**src/design/cdf_pkg.sv**
```systemverilog
// Shared constants, codes and controller/datapath link types for the circle draw engine.
package cdf_pkg;

    localparam int SCREEN_W   = 320;
    localparam int SCREEN_H   = 206;
    localparam int MAX_RADIUS = 127;
    localparam int FB_DEPTH   = SCREEN_W * SCREEN_H;
    localparam int FB_AW      = $clog2(FB_DEPTH);

    localparam int XW    = 9;
    localparam int YW    = 8;
    localparam int PIX_W = 16;
    localparam int CFG_W = 10;
    localparam int CFG_IW = 3;

    localparam logic [1:0] OP_DRAW = 2'd0;
    localparam logic [1:0] OP_READ = 2'd1;
    localparam logic [1:0] OP_TAKE = 2'd2;

    localparam logic [CFG_IW-1:0] CFG_ROTATION = 3'd0;
    localparam logic [CFG_IW-1:0] CFG_LWIDTH   = 3'd1;
    localparam logic [CFG_IW-1:0] CFG_LHEIGHT  = 3'd2;
    localparam logic [CFG_IW-1:0] CFG_XOFFSET  = 3'd3;
    localparam logic [CFG_IW-1:0] CFG_YOFFSET  = 3'd4;

    localparam logic [1:0] ROT_0   = 2'd0;
    localparam logic [1:0] ROT_90  = 2'd1;
    localparam logic [1:0] ROT_180 = 2'd2;
    localparam logic [1:0] ROT_270 = 2'd3;

    typedef struct packed {
        logic clear_step;
        logic load;
        logic scan_step;
        logic mem_rd;
        logic finish;
    } cdf_cmd_t;

    typedef struct packed {
        logic clear_last;
        logic go_scan;
        logic go_read;
        logic scan_last;
        logic pipe_empty;
    } cdf_stat_t;

endpackage

```
**src/design/cdf_ctrl.sv**
```systemverilog
// Controller state machine: clearing pass, command decode, scan, drain, framebuffer read and result strobe.
module cdf_ctrl (
    input  logic               clk,
    input  logic               rst_n,
    input  logic               start,
    input  cdf_pkg::cdf_stat_t stat,
    output cdf_pkg::cdf_cmd_t  cmd,
    output logic               busy,
    output logic               done
);
    import cdf_pkg::*;

    localparam logic [2:0] ST_CLEAR  = 3'd0;
    localparam logic [2:0] ST_IDLE   = 3'd1;
    localparam logic [2:0] ST_SCAN   = 3'd2;
    localparam logic [2:0] ST_DRAIN  = 3'd3;
    localparam logic [2:0] ST_READ   = 3'd4;
    localparam logic [2:0] ST_FINISH = 3'd5;

    logic [2:0] state_reg;
    logic [2:0] state_next;
    logic       done_reg;
    logic       accept;

    assign busy   = (state_reg != ST_IDLE);
    assign accept = start && !busy;
    assign done   = done_reg;

    always_comb
    begin
        state_next = state_reg;
        cmd        = '0;
        case (state_reg)
            ST_CLEAR:
            begin
                cmd.clear_step = 1'b1;
                if (stat.clear_last)
                begin
                    state_next = ST_IDLE;
                end
            end
            ST_IDLE:
            begin
                if (accept)
                begin
                    cmd.load = 1'b1;
                    if (stat.go_scan)
                    begin
                        state_next = ST_SCAN;
                    end
                    else if (stat.go_read)
                    begin
                        state_next = ST_READ;
                    end
                    else
                    begin
                        state_next = ST_FINISH;
                    end
                end
            end
            ST_SCAN:
            begin
                cmd.scan_step = 1'b1;
                if (stat.scan_last)
                begin
                    state_next = ST_DRAIN;
                end
            end
            ST_DRAIN:
            begin
                if (stat.pipe_empty)
                begin
                    state_next = ST_FINISH;
                end
            end
            ST_READ:
            begin
                cmd.mem_rd = 1'b1;
                state_next = ST_FINISH;
            end
            ST_FINISH:
            begin
                cmd.finish = 1'b1;
                state_next = ST_IDLE;
            end
            default:
            begin
                state_next = ST_IDLE;
            end
        endcase
    end

    always_ff @(posedge clk or negedge rst_n)
    begin
        if (!rst_n)
        begin
            state_reg <= ST_CLEAR;
            done_reg  <= 1'b0;
        end
        else
        begin
            state_reg <= state_next;
            done_reg  <= (state_reg == ST_FINISH);
        end
    end

endmodule

```
**config.mk**
```make
export PLATFORM = sky130hd
export DESIGN_NAME = cdf_ctrl
export DESIGN_NICKNAME = d
export VERILOG_FILES = /design/src/design/cdf_pkg.sv /design/src/design/cdf_ctrl.sv
export SDC_FILE = /design/constraint.sdc
export NUM_CORES = 1
export LEC_CHECK = 0
export BUFFER_PORTS_ARGS = -buffer_cell sky130_fd_sc_hd__buf_2
export CAP_MARGIN = 5
export CELL_PAD_IN_SITES_DETAIL_PLACEMENT = 2
export CELL_PAD_IN_SITES_GLOBAL_PLACEMENT = 2
export CORE_AREA = 2 2 39 41
export DETAILED_ROUTE_END_ITERATION = 6
export DIE_AREA = 0 0 41 43
export GPL_ROUTABILITY_DRIVEN = 1
export HOLD_SLACK_MARGIN = 0.03
export PLACE_DENSITY_LB_ADDON = 0.1
export SLEW_MARGIN = 20
export SYNTH_ARGS = -nofsm -noshare
export SYNTH_HDL_FRONTEND = slang
export SYNTH_SLANG_ARGS = --single-unit
```
**constraint.sdc**
```tcl
create_clock -name clk -period 1.39 [get_ports clk]
set_input_delay 0.0695 -clock clk [delete_from_list [all_inputs] [get_ports clk]]
set_output_delay 0.0695 -clock clk [all_outputs]
set_load 0.02 [all_outputs]
```
* Yosys cells after proc, flatten, opt, wreduce, memory -nomap -nowiden *
Index checks and enable logic that the tools add are counted.

word-level totals
  register bits after elaboration = 4
  bits of input ports = 8
  word-level logic and storage cells = 29

operators by class
  eq/ne operators = 10
  muxes and demuxes = 13
  reduce and logical (&&, ||, !) cells = 4

operators with widths
  operator                                                          number
  3-bit two-way mux                                                 5
  3-bit case mux with 5 select lines                                1
  2-bit != test (second input constant)                             4
  1-bit two-way mux                                                 7
  3-bit by 2-bit == test with 1-bit output (second input constant)  2
  3-bit == test (second input constant)                             2
  4-bit AND reduction                                               1
  3-bit by 1-bit == test with 1-bit output (second input constant)  1
  3-bit logical NOT                                                 1
  3-bit by 1-bit != test with 1-bit output (second input constant)  1
  1-bit logical AND                                                 1
  1-bit logical NOT                                                 1

* Depth between registers and ports, before layout *
Gate-level depths: netlist of run 1.

  depth in word-level cells = 5
  depth in mapped cells = 4

* Worst setup path before layout of run 1 *
No wires, ideal clock.

  path kind = reg2reg
  start = register state_reg[1]
  end = register done_reg (netlist: done)
  setup time = 0.188 ns
  arrival = 1.053 ns
  required time = 1.202 ns
  path slack = 0.148 ns
  stages on the path, launching flop included = 3
  buffers on the path = 1
  period minus slack after synthesis = 1.242 ns
  cell sequence = dfrtp_1 buf_6 nor3b_1

between the ends
  cells in the longest elaborated chain, start to end = 1

RTL lines
  what                    RTL line         RTL
  start, declared         cdf_ctrl.sv:20   logic [2:0] state_reg;
  start signal, assigned  cdf_ctrl.sv:102  state_reg <= state_next;
  3-bit == test           cdf_ctrl.sv:103  done_reg <= (state_reg == ST_FINISH);
  end signal, assigned    cdf_ctrl.sv:103
  end, declared           cdf_ctrl.sv:22   logic done_reg;

Every way passes these cells.
A chain may end at the register's enable or synchronous reset.

==> results.json, run 1 <==
{
  "tritoncts": "yes",
  "hpwl_um": 495,
  "synth_seq_cells": 4,
  "p_per_area_nw_per_um2": 2080,
  "dieArea_um2": 1760,
  "ant_nets": 0,
  "path_max_fanout": 10,
  "fin_tns_setup_ns": 0,
  "wl_per_cell_um": 11.0,
  "synth-seq-area-share_pct": 41.9,
  "mostFrequentLayoutCell": "buf_2",
  "max_freq_mhz": 776,
  "hp-class": "primary input to flip-flop",
  "fillCellCount": 168,
  "largest_register_ffs": 3,
  "firstDrtPassIters": 3,
  "clk_latency_ns": 0.23,
  "maxSlewViolCount": 0,
  "wirelength_met1_um": 236,
  "cts.sink_count": 4,
  "grt_pass1_vias": 240,
  "yosys.area.top_type_share_pct": 41.9,
  "mostFrequentLayoutCells": "14 x buf_2, 3 x clkbuf_4, 3 x dfrtp_1, 2 x nor2_1",
  "setup_viol": 0,
  "status": "finished clean",
  "path_clk_slew_ns": 0.04,
  "io_buffers": 14,
  "synth_top_cells_by_area": "dfrtp_1 42%, a22oi_2 5.2%, and3_4 4.7%, buf_6 4.7%, mux2i_1 4.2%",
  "stdcell_count": 55,
  "synth.avg_cell_area_um2": 10.4,
  "tightest_slew_ns": 0.280,
  "cts_made_buffers": 3,
  "synthesis.nets": 31,
  "placed_cell_area_um2": 313,
  "regArea_um2": 101,
  "synth_cell_types": 19,
  "p_leak_nw": 0.172,
  "synth_top_area_cell": "dfrtp_1",
  "synth_area_um2": 239,
  "ctsHtreeMaxLevel": 1,
  "drc": 0,
  "required_ns": 1.32,
  "dp_cells": 51,
  "grt_setup_unrepaired": "no",
  "areaGrowthSynthToFinish_pct": 47.1,
  "grt_pass1_wl_um": 952,
  "place.gp.congestion": 0.646,
  "skew_ns": 0.00123,
  "startpoint_type": "flip-flop",
  "grt_overflow": 0,
  "wl_met2_um": 336,
  "synthCells": 23,
  "ir_worst_vdd_mv": 0.445,
  "nets": 49,
  "routed_wl_um": 605,
  "end_kind": "output pin",
  "rows": 14,
  "ios": 15,
  "yosys_warnings": 0,
  "via_per_inst": 4.27,
  "grt_start_max_net_pins": 11,
  "final_core_util_pct": 25.4,
  "drive_above_1_share_pct": 64.1,
  "die_x_um": 41,
  "clock-root-buffer": "clkbuf_4",
  "multi_input_area_um2": 124,
  "fin_crit_sh_pct": 92.7,
  "report.final.hold_viol_count": 0,
  "grt_antenna_before_repair": 0,
  "highest-signal-layer": "met3",
  "core_area_um2": 1380,
  "die_h_um": 43,
  "slew_headroom_pct": 81.3,
  "initialDrtViolationCount": 2,
  "start_util_pct": 17.3,
  "period_minus_slack_ns": 1.29,
  "cts_setup_buffers": 0,
  "critPathArrivalTime_ns": 1.22,
  "vias": 235,
  "grt_usage_pct": 9.16,
  "antennaDiodeCount": 0,
  "cts.path.max_buffers": 2,
  "post-route-cell-area_um2": 352,
  "crit_type": "flip-flop to output pin",
  "route.met3.wl_um": 32,
  "max-cap-violations": 0
}
per-layer routing:
metal,vias up,global-route usage (%)
met2,8,11.9
met3,0,4.71
met4,0,10.0
li1,115,-
met5,-,0
met1,112,9.42
worst paths after layout:
path | start | end | slack, ns | cells past startpoint
min in group asynchronous | rst_n | done | 0.16 | 2
min | stat[0] | state_reg[1] | 0.06 | 2
min reg2reg | state_reg[2] | state_reg[1] | 0.55 | 1
max in group asynchronous | rst_n | state_reg[1] | 1.10 | 2
max | state_reg[1] | cmd[3] | 0.10 | 3
max reg2reg | state_reg[1] | state_reg[2] | 0.35 | 3
worst max-delay path: stages, from the launching register on:
cell and delay, ns:
dfrtp_2 0.47, nor2_1 0.15, and3_4 0.20, buf_2 0.16
synthesized netlist by cell type:
master / number
and2_1: 1
and3_4: 1
or2_2: 1
nor2_1: 2
nor3b_1: 1
nor3_1: 1
nand2_1: 1
a31o_1: 1
mux2i_1: 1
buf_6: 1
a311oi_1: 1
a22o_1: 1
inv_2: 1
buf_2: 1
a22oi_2: 1
a31oi_1: 1
nor3_2: 1
dfrtp_1: 4
nor2_2: 1
through the flow:
| stage | hold WS, ns | power [mW] | setup WS [ns] |
|---|---|---|---|
| after floorplan | -0.226 | 0.500 | 0.148 |
| after global placement | -0.124 | 0.583 | 0.273 |
| after detailed placement | -0.125 | 0.586 | 0.264 |
| after CTS | 0.0540 | 0.739 | 0.0240 |
| after global routing | 0.0532 | 0.799 | 0.0132 |
| final | 0.0595 | 0.731 | 0.102 |
timing repair:
action,in CTS,in global routing
hold buffers,1,0
gates resized for setup,0,2
hold endpoints to repair,4,0
setup endpoints to repair,0,2
final cells by class:
class / count / share of cell area (%)
Timing Repair Buffer: 15 / 22.8
Multi-Input combinational cell: 16 / 35.2
Tap cell: 16 / 5.69
Sequential cell: 4 / 28.8
Clock buffer: 3 / 6.41
Inverter: 1 / 1.07
where the power goes:
part / internal (mW) / switching, mW
clock network: 0.0965 / 0.0470
registers: 0.165 / 0.0876
logic: 0.147 / 0.188
total: 0.409 / 0.323
kinds of logic after synthesis:
| group | Yosys count | share of synthesized area [%] |
|---|---|---|
| compound gates | 5 | 18.9 |
| mux | 1 | 4.19 |
| buf+inv | 3 | 8.37 |
| flops | 4 | 41.9 |
| simple gates | 10 | 26.7 |
(Power assumes the default switching activity.)
==> run 2: changes to the inputs <==
CELL_PAD_IN_SITES_DETAIL_PLACEMENT = default   (was 2)
CELL_PAD_IN_SITES_GLOBAL_PLACEMENT = default   (was 2)
PLACE_DENSITY_LB_ADDON = default   (was 0.1)
==> run 2 against run 1 <==
  * Critical path depth stayed put
  * Combinational power is 2% lower
  * Flip-flop and latch count stayed put
  * Global-route usage is 1.5 points lower
  * Largest cell class unchanged
  * Highest routed layer unchanged
==> results.json, run 2 (same netlist as run 1, synthesis figures left out) <==
{
  "tightest_slew_ns": 0.199,
  "grt_pass1_vias": 209,
  "cp.depth": 3,
  "stdcell_count": 55,
  "fin_tns_setup_ns": 0,
  "clk_latency_ns": 0.24,
  "routed_wl_um": 571,
  "crit_type": "flip-flop to output pin",
  "core_area_um2": 1380,
  "ant_nets": 0,
  "fillCellCount": 151,
  "grt_setup_unrepaired": "no",
  "p_leak_nw": 0.172,
  "p_switching_uw": 319,
  "r2r_end": "state_reg[2]",
  "p_per_area_nw_per_um2": 2070,
  "status": "finished clean",
  "path_max_fanout": 10,
  "startpoint_type": "flip-flop",
  "combPwrFrac_pct": 45.1,
  "io_buffers": 14,
  "hpwl_um": 441,
  "period_minus_slack_ns": 1.29,
  "cts.sink_count": 4,
  "skew_ns": 0.00297,
  "drc": 0,
  "antennaDiodeCount": 0,
  "switching_share_pct": 43.7,
  "cts.path.max_buffers": 2,
  "p_clk_share_pct": 20.1,
  "fin_crit_sh_pct": 92.5,
  "nets": 49,
  "critPathArrivalTime_ns": 1.22,
  "die_h_um": 43,
  "ir_worst_vdd_mv": 0.593,
  "die_x_um": 41,
  "required_ns": 1.32,
  "drive_above_1_share_pct": 66.7,
  "max_freq_mhz": 778,
  "via_per_inst": 4.16,
  "rows": 14,
  "grt_overflow": 0,
  "path_clk_slew_ns": 0.04,
  "cts_made_buffers": 3,
  "dp_cells": 51,
  "firstDrtPassIters": 2,
  "end_kind": "output pin",
  "place.gp.congestion": 0.760,
  "ctsHtreeMaxLevel": 1,
  "cpPeakStageDelay_ns": 0.48,
  "grt_pass1_wl_um": 841,
  "path_buf_inv": 1,
  "grt_start_max_net_pins": 11,
  "ios": 15,
  "initialDrtViolationCount": 2,
  "rrSetupSlack_ns": 0.37,
  "areaGrowthSynthToFinish_pct": 47.6,
  "fin_hold_ws_ns": 0.0513,
  "dieArea_um2": 1760,
  "slew_headroom_pct": 86.6,
  "pwr-share-seq_pct": 34.8,
  "vias": 229,
  "post-route-cell-area_um2": 353,
  "largest_register_ffs": 3,
  "grt_usage_pct": 7.66,
  "setup_viol": 0,
  "critPathCapture": "cmd[3]",
  "start_util_pct": 17.3,
  "grt_antenna_before_repair": 0,
  "mostFrequentLayoutCells": "14 x buf_2, 3 x clkbuf_4, 2 x nor2_1, 2 x dfrtp_1, 2 x dfrtp_2",
  "placed_cell_area_um2": 313,
  "hp-class": "primary input to flip-flop",
  "tritoncts": "yes",
  "maxSlewViolCount": 0,
  "cp_cell_sequence": "nor2_1 -> and3_4 -> buf_2",
  "clock-root-buffer": "clkbuf_4",
  "cp_slowest_cell": "dfrtp_2",
  "crit_start": "state_reg[1]",
  "max-cap-violations": 0,
  "mostFrequentLayoutCell": "buf_2",
  "r2r_cells": 2,
  "report.final.hold_viol_count": 0,
  "internal-power_uw": 411,
  "cp_top_family": "flip-flops",
  "wl_per_cell_um": 10.4,
  "regToRegStartpoint": "state_reg[1]"
}
==> run 2: changes by cell type in the layout (fill, tap and decap cells not counted) <==
| cell | delta |
|---|---|
| dfrtp_1 | -1 |
| dfrtp_2 | +1 |
==> run 2: per-layer routing <==
metal | global-route usage, % | part of all wire, % | vias up
li1 | - | - | 116
met1 | 9.12 | 38 | 105
met2 | 10.0 | 54 | 8
met3 | 2.09 | 7.9 | 0
met4 | 8.00 | 0 | 0
met5 | 0 | 0 | -
==> run 2: cell type report <==
type / instances / area [um^2] / area share [%]
repair buffers: 15 / 80.1 / 22.7
clock buffers: 3 / 22.5 / 6.38
multi-input cells: 16 / 124 / 35.1
flip-flops and latches: 4 / 103 / 29.1
well taps: 16 / 20.0 / 5.67
inverters: 1 / 3.75 / 1.06
==> run 2: worst min-delay path by stage <==
stage                        from            to  slack, ns  cells past startpoint
final                     stat[0]  state_reg[1]       0.05                      2
after global routing      stat[0]  state_reg[1]       0.07                      2
after CTS                 stat[0]  state_reg[1]       0.05                      2
after detailed placement    rst_n          done      -0.12                      1
after global placement      rst_n  state_reg[2]      -0.12                      1
after floorplan             rst_n          done      -0.23                      0
==> run 2: repair_timing <==
item | 4_1_cts | 5_1_grt
hold endpoints to repair | 4 | 0
buffers inserted | 0 | 0
hold buffers | 1 | 0
setup endpoints to repair | 0 | 2
resized for setup | 0 | 3
==> run 2: power by group through the flow <==
stage / logic, mW / clock network (mW) / registers [mW]
4_1_cts: 0.330 / 0.154 / 0.245
6_report: 0.329 / 0.146 / 0.254
5_1_grt: 0.362 / 0.162 / 0.268
3_3_place_gp: 0.331 / 0 / 0.243
2_1_floorplan: 0.300 / 0 / 0.200
3_5_place_dp: 0.328 / 0 / 0.247
==> run 2: stage by stage <==
step	utilization [%]	setup WS, ns	power (mW)
after floorplan	-	0.148	0.500
after global placement	22.6	0.282	0.575
after detailed placement	22.6	0.293	0.575
after CTS	25.0	0.0442	0.730
after global routing	25.5	0.0235	0.792
final	25.5	0.104	0.730
